<file path="src/rtl/core/tksd_pkg.sv">
package tksd_pkg;

    localparam int MOUSE_MAX_DEF = 30;
    localparam int COUNT_W       = 5;
    localparam int ACCUM_W       = 8;

    localparam logic [7:0] CH_ESC    = 8'h1B;
    localparam logic [7:0] CH_LBRACK = 8'h5B;
    localparam logic [7:0] CH_LT     = 8'h3C;
    localparam logic [7:0] CH_SEMI   = 8'h3B;
    localparam logic [7:0] CH_TILDE  = 8'h7E;
    localparam logic [7:0] CH_UP     = 8'h41;
    localparam logic [7:0] CH_DOWN   = 8'h42;
    localparam logic [7:0] CH_RIGHT  = 8'h43;
    localparam logic [7:0] CH_LEFT   = 8'h44;
    localparam logic [7:0] CH_MOUSE_PRESS   = 8'h4D;
    localparam logic [7:0] CH_MOUSE_RELEASE = 8'h6D;
    localparam logic [7:0] CH_ZERO   = 8'h30;
    localparam logic [7:0] CH_NINE   = 8'h39;
    localparam logic [7:0] CH_UPPER_A = 8'h41;
    localparam logic [7:0] CH_UPPER_Z = 8'h5A;

    localparam logic [ACCUM_W-1:0] BTN_SCROLL_UP   = 8'd64;
    localparam logic [ACCUM_W-1:0] BTN_SCROLL_DOWN = 8'd65;
    localparam logic [ACCUM_W-1:0] ACCUM_SAT       = 8'd255;

    typedef enum logic [2:0] {
        PH_IDLE  = 3'd0,
        PH_ESC   = 3'd1,
        PH_CSI   = 3'd2,
        PH_MOUSE = 3'd3,
        PH_SKIP  = 3'd4
    } t_phase;

    typedef enum logic [2:0] {
        K_NONE   = 3'd0,
        K_CHAR   = 3'd1,
        K_ESCAPE = 3'd2,
        K_UP     = 3'd3,
        K_DOWN   = 3'd4,
        K_RIGHT  = 3'd5,
        K_LEFT   = 3'd6,
        K_SCRUP  = 3'd7
    } t_kind;

    typedef struct packed {
        t_phase               phase;
        logic [COUNT_W-1:0]   mouse_count;
        logic [ACCUM_W-1:0]   button_accum;
        logic                 separator_seen;
    } t_state;

    typedef struct packed {
        t_kind      kind;
        logic       scroll_down;
        logic [7:0] ch;
    } t_key;

    typedef struct packed {
        logic emit;
        t_key key;
    } t_result;

endpackage

</file>
<file path="src/rtl/core/tksd_decode.sv">
module tksd_decode #(
    parameter int MOUSE_MAX = tksd_pkg::MOUSE_MAX_DEF
) (
    input  tksd_pkg::t_state  i_state,
    input  logic [7:0]        i_byte,
    input  logic              i_none,
    output tksd_pkg::t_state  o_state,
    output tksd_pkg::t_result o_result
);

    localparam logic [tksd_pkg::COUNT_W-1:0] COUNT_END = MOUSE_MAX[tksd_pkg::COUNT_W-1:0];

    logic                            is_digit;
    logic [tksd_pkg::COUNT_W-1:0]    count_inc;
    logic [11:0]                     accum_sum;
    logic [tksd_pkg::ACCUM_W-1:0]    accum_sat;
    logic [tksd_pkg::ACCUM_W-1:0]    accum_next;
    logic                            sep_next;
    tksd_pkg::t_kind                 mouse_kind;
    logic                            mouse_down;

    assign is_digit  = (i_byte >= tksd_pkg::CH_ZERO) && (i_byte <= tksd_pkg::CH_NINE);
    assign count_inc = i_state.mouse_count + 1'b1;
    assign accum_sum = {4'd0, i_state.button_accum} * 12'd10 + {4'd0, i_byte - tksd_pkg::CH_ZERO};
    assign accum_sat = (accum_sum > 12'd255) ? tksd_pkg::ACCUM_SAT : accum_sum[7:0];

    // The button number is only taken from digits ahead of the first separator.
    always_comb begin
        sep_next   = i_state.separator_seen;
        accum_next = i_state.button_accum;
        if (i_byte == tksd_pkg::CH_SEMI) begin
            sep_next = 1'b1;
        end else if (!i_state.separator_seen && is_digit) begin
            accum_next = accum_sat;
        end
    end

    // A finished report is judged on the button value after this byte is counted.
    always_comb begin
        logic [tksd_pkg::ACCUM_W-1:0] btn;
        btn = i_none ? i_state.button_accum : accum_next;
        mouse_kind = tksd_pkg::K_NONE;
        mouse_down = 1'b0;
        if (btn == tksd_pkg::BTN_SCROLL_UP) begin
            mouse_kind = tksd_pkg::K_SCRUP;
        end else if (btn == tksd_pkg::BTN_SCROLL_DOWN) begin
            mouse_down = 1'b1;
        end
    end

    always_comb begin
        o_state  = i_state;
        o_result = '0;
        case (i_state.phase)
            tksd_pkg::PH_ESC: begin
                if (i_none || i_byte != tksd_pkg::CH_LBRACK) begin
                    o_result.emit     = 1'b1;
                    o_result.key.kind = tksd_pkg::K_ESCAPE;
                end else begin
                    o_state.phase = tksd_pkg::PH_CSI;
                end
            end
            tksd_pkg::PH_CSI: begin
                o_result.emit = 1'b1;
                if (i_none) begin
                    o_result.key.kind = tksd_pkg::K_ESCAPE;
                end else begin
                    case (i_byte)
                        tksd_pkg::CH_UP:    o_result.key.kind = tksd_pkg::K_UP;
                        tksd_pkg::CH_DOWN:  o_result.key.kind = tksd_pkg::K_DOWN;
                        tksd_pkg::CH_RIGHT: o_result.key.kind = tksd_pkg::K_RIGHT;
                        tksd_pkg::CH_LEFT:  o_result.key.kind = tksd_pkg::K_LEFT;
                        tksd_pkg::CH_LT: begin
                            o_result.emit          = 1'b0;
                            o_state.phase          = tksd_pkg::PH_MOUSE;
                            o_state.mouse_count    = '0;
                            o_state.button_accum   = '0;
                            o_state.separator_seen = 1'b0;
                        end
                        default: begin
                            if (is_digit) begin
                                o_result.emit = 1'b0;
                                o_state.phase = tksd_pkg::PH_SKIP;
                            end
                        end
                    endcase
                end
            end
            tksd_pkg::PH_MOUSE: begin
                if (!i_none) begin
                    o_state.mouse_count    = count_inc;
                    o_state.button_accum   = accum_next;
                    o_state.separator_seen = sep_next;
                end
                if (i_none || i_byte == tksd_pkg::CH_MOUSE_PRESS
                        || i_byte == tksd_pkg::CH_MOUSE_RELEASE || count_inc >= COUNT_END) begin
                    o_result.emit            = 1'b1;
                    o_result.key.kind        = mouse_kind;
                    o_result.key.scroll_down = mouse_down;
                end
            end
            tksd_pkg::PH_SKIP: begin
                if (i_none || i_byte == tksd_pkg::CH_TILDE
                        || i_byte inside {[tksd_pkg::CH_UPPER_A:tksd_pkg::CH_UPPER_Z]}) begin
                    o_result.emit = 1'b1;
                end
            end
            default: begin
                if (i_none) begin
                    o_result.emit = 1'b1;
                end else if (i_byte == tksd_pkg::CH_ESC) begin
                    o_state.phase = tksd_pkg::PH_ESC;
                end else begin
                    o_result.emit     = 1'b1;
                    o_result.key.kind = tksd_pkg::K_CHAR;
                    o_result.key.ch   = i_byte;
                end
            end
        endcase
        if (o_result.emit) begin
            o_state.phase = tksd_pkg::PH_IDLE;
        end
    end

endmodule

</file>
<file path="src/rtl/core/tksd_out_stage.sv">
module tksd_out_stage (
    input  logic          i_clk,
    input  logic          i_rst_n,
    input  logic          i_load,
    input  tksd_pkg::t_key i_key,
    input  logic          i_ready,
    output logic          o_valid,
    output tksd_pkg::t_key o_key,
    output logic          o_free
);

    logic           r_valid;
    tksd_pkg::t_key r_key;

    assign o_free  = !r_valid || i_ready;
    assign o_valid = r_valid;
    assign o_key   = r_key;

    always_ff @(posedge i_clk) begin
        if (!i_rst_n) begin
            r_valid <= 1'b0;
        end else if (i_load) begin
            r_valid <= 1'b1;
        end else if (i_ready) begin
            r_valid <= 1'b0;
        end
    end

    always_ff @(posedge i_clk) begin
        if (i_load) begin
            r_key <= i_key;
        end
    end

endmodule

</file>
<file path="src/rtl/core/terminal_key_sequence_decoder_unit.sv">
// Terminal key sequence decoder.
// The slave stream carries one terminal byte per transaction: s_axis_tdata is the
// byte and s_axis_tuser is the no-data flag of a poll that found nothing to read.
// The master stream carries one key event per transaction: m_axis_tdata holds the
// character for char events, and tuser holds the key kind and the scroll-down flag.
// Bytes inside an escape or CSI sequence that do not complete it produce no event.
// An accepted byte is held in an input register and decoded against the sequence
// state, and its event is loaded into the output register, from which it is offered.
// Throughput is one byte per cycle unless an event waits for the output register;
// the only feedback path is the update of the sequence state (phase, mouse byte
// count, button number, separator flag).
// While the receiver stalls, the output register holds its event and the input
// register can still take a byte; a byte that produces an event then waits there, and
// s_axis_tready drops until the output register frees.
// A synchronous active-low reset empties both registers and returns the decoder to
// the idle phase with the mouse report state cleared.
module terminal_key_sequence_decoder_unit #(
    parameter int MOUSE_MAX = tksd_pkg::MOUSE_MAX_DEF
) (
    input  logic       i_clk,
    input  logic       i_rst_n,
    input  logic       s_axis_tvalid,
    output logic       s_axis_tready,
    input  logic [7:0] s_axis_tdata,   // [7:0] in_byte
    input  logic       s_axis_tuser,   // [0] no_data
    output logic       m_axis_tvalid,
    input  logic       m_axis_tready,
    output logic [7:0] m_axis_tdata,   // [7:0] key_char
    output logic [3:0] m_axis_tuser    // [2:0] key_kind, [3] key_is_scroll_down
);

    logic              r_in_valid;
    logic [7:0]        r_in_byte;
    logic              r_in_none;
    tksd_pkg::t_state  r_state;
    tksd_pkg::t_state  n_state;
    tksd_pkg::t_result step;
    tksd_pkg::t_key    out_key;
    logic              out_free;
    logic              advance;
    logic              in_accept;

    tksd_decode #(
        .MOUSE_MAX(MOUSE_MAX)
    ) u_decode (
        .i_state (r_state),
        .i_byte  (r_in_byte),
        .i_none  (r_in_none),
        .o_state (n_state),
        .o_result(step)
    );

    assign advance       = r_in_valid && (!step.emit || out_free);
    assign s_axis_tready = !r_in_valid || advance;
    assign in_accept     = s_axis_tvalid && s_axis_tready;

    always_ff @(posedge i_clk) begin
        if (!i_rst_n) begin
            r_in_valid <= 1'b0;
            r_state    <= '{phase: tksd_pkg::PH_IDLE, mouse_count: '0,
                            button_accum: '0, separator_seen: 1'b0};
        end else begin
            if (in_accept) begin
                r_in_valid <= 1'b1;
            end else if (advance) begin
                r_in_valid <= 1'b0;
            end
            if (advance) begin
                r_state <= n_state;
            end
        end
    end

    always_ff @(posedge i_clk) begin
        if (in_accept) begin
            r_in_byte <= s_axis_tdata;
            r_in_none <= s_axis_tuser;
        end
    end

    tksd_out_stage u_out (
        .i_clk  (i_clk),
        .i_rst_n(i_rst_n),
        .i_load (advance && step.emit),
        .i_key  (step.key),
        .i_ready(m_axis_tready),
        .o_valid(m_axis_tvalid),
        .o_key  (out_key),
        .o_free (out_free)
    );

    assign m_axis_tdata = out_key.ch;
    assign m_axis_tuser = {out_key.scroll_down, out_key.kind};

endmodule

</file>
<file path="config.mk">
export PLATFORM = sky130hd
export DESIGN_NAME = terminal_key_sequence_decoder_unit
export DESIGN_NICKNAME = d
export VERILOG_FILES = /design/src/rtl/core/tksd_pkg.sv /design/src/rtl/core/tksd_decode.sv /design/src/rtl/core/tksd_out_stage.sv /design/src/rtl/core/terminal_key_sequence_decoder_unit.sv
export SDC_FILE = /design/constraint.sdc
export NUM_CORES = 1
export LEC_CHECK = 0
export BUFFER_PORTS_ARGS = -buffer_cell sky130_fd_sc_hd__buf_2
export CORE_ASPECT_RATIO = 2
export CORE_MARGIN = 2
export CORE_UTILIZATION = 50
export CTS_BUF_LIST = sky130_fd_sc_hd__clkbuf_16
export DETAILED_ROUTE_END_ITERATION = 8
export GPL_ROUTABILITY_DRIVEN = 1
export GPL_TIMING_DRIVEN = 0
export PLACE_DENSITY = 0.69
export SYNTH_ARGS = -nofsm -noshare
export SYNTH_HDL_FRONTEND = slang
export SYNTH_SLANG_ARGS = --single-unit
export TNS_END_PERCENT = 1
</file>
<file path="constraint.sdc">
create_clock -name i_clk -period 8.4 [get_ports i_clk]
set_clock_uncertainty 0.2 [all_clocks]
set_input_delay 0.84 -clock i_clk [delete_from_list [all_inputs] [get_ports i_clk]]
set_output_delay 0.84 -clock i_clk [all_outputs]
set_load 0.03 [all_outputs]
</file>
==> results.yml, run 1 <==
status:
  status: "finished, final reports clean"
cts:
  clock_sinks: 40
  post_cts_resized: 0
  clock_path_buffers: 2
  cts_setup_buffers: 0
  cts.reportedPaths.clkPinSlew_ps: 60
  cts_tree: "yes"
  hold_buffers: 0
  cts_buffers: 5
  htree_num_levels: 2
  clock_latency_ps: 290
  root_buffer: "clkbuf_16"
timing:
  tightest_slew_ps: 1140
  slew_headroom: 0.237
  rsz0062_at_grt: "no"
  hold_ws_ps: 292
  fin_crit_sh: 0.460
  hold_violations: 0
  period_needed_ps: 3870
  fmax_mhz: 259
  setup_violations: 0
  report.final.slew_viol_count: 0
  finalSetupTns_ps: 0
  setup_ws_ps: 4530
final_layout:
  fin_nets: 386
  syn_to_final_growth_pct: 12.3
  fin_util: 0.576
  final_layout_size_suffix_gt1_frac: 0.199
  layout_common_cells: "buf_2, nor2_1, ha_1"
  fillers: 535
  n_antenna_cell: 0
floorplanning:
  ioPinCount: 27
  dieHeight_um: 114
  fp-row-count: 40
  start_util: 0.512
  dieWidth_um: 59.2
  die-area_sq_mm: 0.00678
  core-area_sq_mm: 0.00596
synthesis:
  synth_cells: 312
  ys_seq_area_frac: 0.331
  synth_flop_cell: "edfxtp_1"
  yosysWarnings: 0
  syn_area_per_cell_sq_um: 9.78
  ys_ff_latch: 40
  synth.distinct_cells: 70
  syn_nets: 353
  synth_area_sq_mm: 0.00305
  synth_edf_count: 21
  synthArstFlopShare: 0
power_and_ir_drop:
  p_sw_w: 0.000115
  ir_worst_vdd_uv: 94.2
  powerDensity_mw_per_mm2: 142
  p_sw_frac: 0.237
  pwr-share-clk: 0.443
  p_int_w: 0.000371
  total_power_w: 0.000486
  comb_power_share: 0.108
  p_leak_nw: 1.48
  seq_power_share: 0.449
route:
  dr.pass1.iters: 5
  wire_per_inst_um: 17.6
  viasPerCell: 6.24
  drt_iter0_drc: 100
  drc_errors: 0
  ant_nets: 0
  vias: 2552
  drt_wl_total_mm: 7.19
placement:
  dpl_worst_slack_ps: 4580
  portBuffers: 26
  gp_congestion: 0.902
  place_hpwl_mm: 5.60
critical_path:
  timing.setup.critical_path_class: "register to register"
  start_kind: "register"
  critPathLaunch: "r_state[2]"
  r2r_start: "r_state[2]"
  critPathArrivalTime_ps: 3740
  rrSetupSlack_ps: 4530
  ff2ff_path_depth: 11
  required_ps: 8280
  cp_max_fo: 6
  end_kind: "register"
  worstReg2RegEnd: "u_out.o_key[11]"
min_path:
  min_to: "r_state[13]"
  hold_depth: 1
  hold_start: "r_state[13]"
  hold_class: "register to register"
grt:
  grt_usage: 0.235
  grt-ovfl-total: 0
  antenna_found_initial: 0
  grt_pass1_vias: 2513
  grt_pass1_wl_mm: 12.1
  grt_max_degree: 15
run:
  maxCapViolCount: 0
[cell usage after synthesis (3+ instances only)]
cell,count,area (sq um)
a211o_1,3,26.3
a211oi_1,3,22.5
a21o_1,6,45.0
a21oi_1,15,75.1
a31oi_1,4,25.0
and2_1,10,62.6
buf_6,3,33.8
clkbuf_1,6,22.5
dfxtp_1,19,380
edfxtp_1,21,631
ha_1,26,325
inv_1,12,45.0
mux2i_1,6,60.1
nand2_1,20,75.1
nand2b_1,3,18.8
nand3_1,8,40.0
nand3b_1,4,30.0
nand4b_1,5,43.8
nor2_1,28,105
nor2b_1,4,25.0
nor3_1,8,40.0
o211ai_1,3,22.5
o21a_1,4,30.0
o21ai_0,10,50.1
o2bb2ai_1,6,52.6
o41ai_1,3,26.3
or2_2,5,31.3
xnor2_1,7,61.3
xor2_1,5,43.8
[power groups by stage]
stage,sequential [W],combinational (W),clock [W]
2_1_floorplan,0.000226,0.0000320,0
3_3_place_gp,0.000222,0.0000515,0
3_5_place_dp,0.000222,0.0000523,0
4_1_cts,0.000218,0.0000527,0.000220
5_1_grt,0.000219,0.0000583,0.000227
6_report,0.000218,0.0000524,0.000215
[flip-flops by register name, indices dropped and copies added, names as in the netlist]
register	flops
r_in_byte	8
u_out.o_valid	1
r_state	17
r_in_valid	1
r_in_none	1
u_out.o_key	12
[per-stage QoR]
| stage | instance area (sq um) | std cells |
|---|---|---|
| after floorplan | 3050 | 312 |
| after global placement | 3260 | 401 |
| after detailed placement | 3260 | 401 |
| after CTS | 3430 | 409 |
| after global routing | 3430 | 409 |
| final | 3430 | 409 |
[critical path, stage by stage, from the launching register on]
cell and delay (ps):
dfxtp_1 480, ha_1 290, ha_1 250, fa_1 420, xor2_1 180, ha_1 360, o211a_1 160, a22oi_1 190
mux2i_1 240, o41ai_1 550, nand4_2 220, o41ai_1 120
[final cells by class]
type / count / area (sq um) / share of cell area
Sequential cell: 40 / 1010 / 0.295
Inverter: 12 / 45.0 / 0.0131
Buffer: 11 / 66.3 / 0.0193
Tap cell: 63 / 78.8 / 0.0230
Clock inverter: 3 / 42.5 / 0.0124
Multi-Input combinational cell: 249 / 1930 / 0.563
Timing Repair Buffer: 26 / 130 / 0.0380
Clock buffer: 5 / 125 / 0.0365
[logic make-up after synthesis]
family	synth area share
AOI/OAI and AO/OA	0.237
xor gates and xnor gates	0.0344
adders and majority gates	0.120
buffers and inverters	0.0365
DFF	0.331
muxes	0.0197
and+or+nand+nor	0.222
[routing by layer]
layer,vias to the layer above,GRT usage,share of wire
li1,1264,-,-
met1,1228,0.243,0.38
met2,46,0.449,0.58
met3,14,0.0339,0.020
met4,0,0.0879,0.023
met5,-,0,0
[worst max path at each step]
| stage | slack, ps | end |
|---|---|---|
| floorplan | 5040 | u_out.o_key[10] |
| global placement | 4570 | u_out.o_key[11] |
| detailed placement | 4580 | u_out.o_key[11] |
| CTS | 4550 | u_out.o_key[11] |
| global route | 4290 | u_out.o_key[11] |
| finish | 4530 | u_out.o_key[11] |
(Power assumes the default switching activity.)
==> run 2: changes to the inputs <==
Settings changed: PLACE_DENSITY 0.69 to 0.71.
Clock period 8.4 ns to 3.3 ns, I/O delays scaled along.
==> run 2 against run 1 <==
Against the previous run: setup slack lost 4600 ps; critical endpoint is now u_out.o_key[10]; the run now ends with negative setup slack left; largest cell class unchanged; wire length grew 10%; highest routed layer unchanged; sequential power grew to 2.5 times the previous value; power grew to 2.6 times the previous value; final cell count grew 2.7%; first-iteration DRC count grew 20%.
==> results.yml, run 2 (synthesis gave the netlist of run 1 again) <==
critical_path:
  rrSetupSlack_ps: -110
  required_ps: 3130
  cpLargestDelayFamily: "compound AO/OA/AOI/OAI gates"
  end_kind: "register"
  cp_max_fo: 6
  crit_top_cell: "ha_4"
  critPathArrivalTime_ps: 3230
  crit_slowest_cell: "or3b_4"
  start_kind: "register"
  path_cells: "buf_12, ha_4, ha_4, a211o_1, a21oi_2, ha_1, buf_6, nor2b_4, or3b_4, nand3_4, o211ai_1, o41a_1, nand4_4, o311ai_2"
  timing.setup.critical_path_class: "register to register"
  crit_path_max_incr_delay_ps: 400
  crit_buf_inv: 2
route:
  drt_iter0_drc: 120
  drt_wl_total_mm: 7.93
  dr.pass1.iters: 4
  drc_errors: 0
  wire_per_inst_um: 18.9
  viasPerCell: 6.22
  ant_nets: 0
  vias: 2612
final_layout:
  largest_reg_flops: 17
  final_layout_size_suffix_gt1_frac: 0.314
  fin_nets: 397
  instances_no_fill: 420
  n_antenna_cell: 0
  syn_to_final_growth_pct: 24.3
  layout_common_cells: "buf_2, nor2_1, edfxtp_1"
  fillers: 483
  largest_register: "r_state"
timing:
  setup_ws_ps: -105
  tightest_slew_ps: 788
  fmax_mhz: 294
  rsz0062_at_grt: "yes"
  fin_crit_sh: 1.03
  period_needed_ps: 3410
  setup_violations: 4
  report.final.slew_viol_count: 0
  slew_headroom: 0.471
  hold_violations: 0
placement:
  dp_cells: 401
  portBuffers: 26
  gp_congestion: 0.898
  dpl_worst_slack_ps: -408
  place_hpwl_mm: 5.79
cts:
  clock_latency_ps: 290
  clock_path_buffers: 2
  clock_sinks: 40
  cts_tree: "yes"
  root_buffer: "clkbuf_16"
  htree_num_levels: 2
  cts_buffers: 5
  hold_buffers: 0
  cts.reportedPaths.clkPinSlew_ps: 60
grt:
  grt_max_degree: 15
  antenna_found_initial: 0
  grt_pass1_wl_mm: 12.8
  grt-ovfl-total: 0
  grt_pass1_vias: 2693
  grt_usage: 0.252
floorplanning:
  dieHeight_um: 114
  ioPinCount: 27
  dieWidth_um: 59.2
  core-area_sq_mm: 0.00596
  die-area_sq_mm: 0.00678
  fp-row-count: 40
  start_util: 0.512
run:
  maxCapViolCount: 0
status:
  status: "complete, but fails checks"
  violations: "negative setup slack"
power_and_ir_drop:
  powerDensity_mw_per_mm2: 333
  p_leak_nw: 1.55
  ir_worst_vdd_uv: 349
min_path:
  hold_class: "input port to register"
## run 2: cell count changes in the layout (fill, tap and decap cells not counted), moves of 4 or more
cell	previous run	this run
dfxtp_1	19	13
ha_1	26	16
ha_4	0	8
buf_4	0	8
dfxtp_4	0	4
## run 2: final timing paths
check	from	end	cells after the start
max	r_state[4]	u_out.o_key[10]	14
max reg2reg	r_state[4]	u_out.o_key[10]	14
min	s_axis_tuser	r_in_none	1
min reg2reg	r_state[13]	r_state[13]	1
## run 2: report_power, final
group	switching, W	internal [W]	total (W)
Clock	0.000193	0.000352	0.000546
Combinational	0.000101	0.0000645	0.000165
Sequential	0.0000147	0.000537	0.000552
## run 2: layer usage
| metal | up-vias | part of all wire | track usage |
|---|---|---|---|
| li1 | 1274 | - | - |
| met1 | 1237 | 0.36 | 0.249 |
| met2 | 66 | 0.55 | 0.447 |
| met3 | 35 | 0.024 | 0.0395 |
| met4 | 0 | 0.064 | 0.183 |
| met5 | - | 0 | 0 |
## run 2: timing repair
action                     4_1_cts  5_1_grt
setup endpoints to repair       25       20
pin swaps                       11       10
buffers inserted                 7        4
gates resized for setup         30       13
## run 2: metrics by stage
stage          hold slack, ps  TNS [ps]  cell area, sq um  total power, W   util
6_report                 15.4      -281              3790         0.00126  0.637
2_1_floorplan             229         0              3080        0.000657      -
3_3_place_gp              289     -2720              3290        0.000698  0.553
5_1_grt                  13.4      -717              3790         0.00131  0.637
4_1_cts                  12.4     -79.0              3670         0.00126  0.617
3_5_place_dp              298     -3980              3290        0.000701  0.553
## run 2: final cells by class
cell class / instances / area (sq um) / area share
sequential: 40 / 1030 / 0.271
clock buffer: 5 / 125 / 0.0330
multi-input combinational: 249 / 2180 / 0.574
timing repair buffer: 37 / 233 / 0.0613
tap: 63 / 78.8 / 0.0208
clock inverter: 3 / 38.8 / 0.0102
inverter: 12 / 45.0 / 0.0119
buffer: 11 / 67.6 / 0.0178
==> run 3: changes to the inputs <==
Settings changed: PLACE_DENSITY 0.71 to 0.76.
==> run 3 against run 2 <==
Against the previous run: the flow still finishes with violations (negative setup slack); design area fell by 1.7%; hold slack worse by 5.4 ps; global-route usage fell by 1.0 points; non-clock buffer count rose by 1; clock power fell by 13%; critical path depth shrank 3.
==> results.yml, run 3 (synthesis gave the netlist of run 1 again) <==
critical_path:
  crit_path_max_incr_delay_ps: 490
  start_kind: "register"
  cpLargestDelayFamily: "compound AO/OA/AOI/OAI gates"
  critPathArrivalTime_ps: 3250
  crit_buf_inv: 1
  cp_max_fo: 5
  timing.setup.critical_path_class: "register to register"
  crit_top_cell: "ha_4"
  crit_slowest_cell: "o41a_1"
  end_kind: "register"
  path_cells: "ha_4, ha_4, fa_2, buf_4, a21o_1, a211o_1, o211ai_1, nand2_2, o41a_1, nand4_2, o311ai_1"
  required_ps: 3130
cts:
  cts_tree: "yes"
  cts.reportedPaths.clkPinSlew_ps: 60
  root_buffer: "clkbuf_16"
  htree_num_levels: 2
  clock_latency_ps: 290
  cts_buffers: 5
  clock_path_buffers: 2
  clock_sinks: 40
floorplanning:
  fp-row-count: 40
  start_util: 0.512
  dieWidth_um: 59.2
  dieHeight_um: 114
  ioPinCount: 27
  core-area_sq_mm: 0.00596
  die-area_sq_mm: 0.00678
status:
  status: "complete, but fails checks"
  violations: "negative setup slack"
power_and_ir_drop:
  p_leak_nw: 1.52
  powerDensity_mw_per_mm2: 317
  ir_worst_vdd_uv: 547
  total_power_w: 0.00118
grt:
  grt_pass1_wl_mm: 12.4
  grt_pass1_vias: 2677
  grt_usage: 0.241
  grt-ovfl-total: 0
  antenna_found_initial: 0
  grt_max_degree: 15
route:
  dr.pass1.iters: 4
  viasPerCell: 6.28
  drc_errors: 0
  ant_nets: 0
  vias: 2642
  drt_wl_total_mm: 7.59
  wire_per_inst_um: 18.0
  drt_iter0_drc: 80
  met1_length_mm: 2.79
  dr_wl_met2_mm: 4.15
  top_layer_used: "met4"
  wl_met3_um: 265
timing:
  fmax_mhz: 292
  tightest_slew_ps: 755
  setup_ws_ps: -127
  hold_violations: 0
  slew_headroom: 0.493
  period_needed_ps: 3430
  rsz0062_at_grt: "yes"
  fin_crit_sh: 1.04
  setup_violations: 4
  report.final.slew_viol_count: 0
  finalSetupTns_ps: -336
placement:
  gp_congestion: 0.922
  place_area_sq_mm: 0.00329
  portBuffers: 26
  place_hpwl_mm: 5.51
  dp_cells: 401
final_layout:
  final-seq-area_sq_mm: 0.00103
  multiInputGateArea_sq_mm: 0.00215
  final_common_cell: "buf_2"
  largest_register: "r_state"
  largest_reg_flops: 17
  syn_to_final_growth_pct: 22.2
  fin_nets: 398
  instances_no_fill: 421
  n_antenna_cell: 0
  fillers: 482
  layout_common_cells: "buf_2, nor2_1, edfxtp_1"
  final_layout_size_suffix_gt1_frac: 0.321
  design_area_sq_mm: 0.00373
run:
  maxCapViolCount: 0
min_path:
  hold_class: "input port to register"
==> run 3: changes by cell type in the layout (fill, tap and decap cells not counted), moves of 2 or more <==
cell,change
buf_4,+4
buf_6,-2
ha_1,-2
ha_2,+2
inv_1,-2
nand3_2,+2
==> run 3: report_power, final <==
part | switching [W] | total, W | internal (W) | leakage, nW
Sequential | 0.0000148 | 0.000553 | 0.000538 | 0.362
Combinational | 0.0000957 | 0.000156 | 0.0000599 | 1.08
Clock | 0.000196 | 0.000475 | 0.000278 | 0.0716
==> run 3: per-layer routing <==
metal	vias to the layer above	global-route usage
met3	24	0.0418
met4	0	0.162
li1	1283	-
met1	1257	0.241
met2	78	0.431
met5	-	0
==> run 3: area by class of cell <==
| type | count | area share |
|---|---|---|
| inverter | 12 | 0.0121 |
| clock inverter | 3 | 0.00470 |
| multi-input combinational | 249 | 0.577 |
| clock buffer | 5 | 0.0335 |
| buffer | 11 | 0.0178 |
| timing repair buffer | 38 | 0.0590 |
| tap | 63 | 0.0211 |
| sequential | 40 | 0.275 |
==> run 3: worst paths after layout <==
path / start / end / slack (ps) / cells past startpoint
max: r_state[4] / u_out.o_key[10] / -130 / 11
min: s_axis_tdata[0] / r_in_byte[0] / 10 / 1
max reg2reg: r_state[4] / u_out.o_key[10] / -130 / 11
min reg2reg: r_state[13] / r_state[13] / 310 / 1
==> run 3: through the flow <==
stage	hold slack, ps	worst slack, ps	utilization
2_1_floorplan	229	6.08	-
3_3_place_gp	288	-357	0.553
3_5_place_dp	307	-380	0.553
4_1_cts	8.02	-60.8	0.615
5_1_grt	6.60	-264	0.626
6_report	10.0	-127	0.626
==> run 3: what timing repair did <==
item                                    CTS  global route
gates resized for setup                  29             8
hold buffers                              0             0
buffers inserted                          9             3
endpoints found under the setup margin   25            35
pin swaps                                11             4
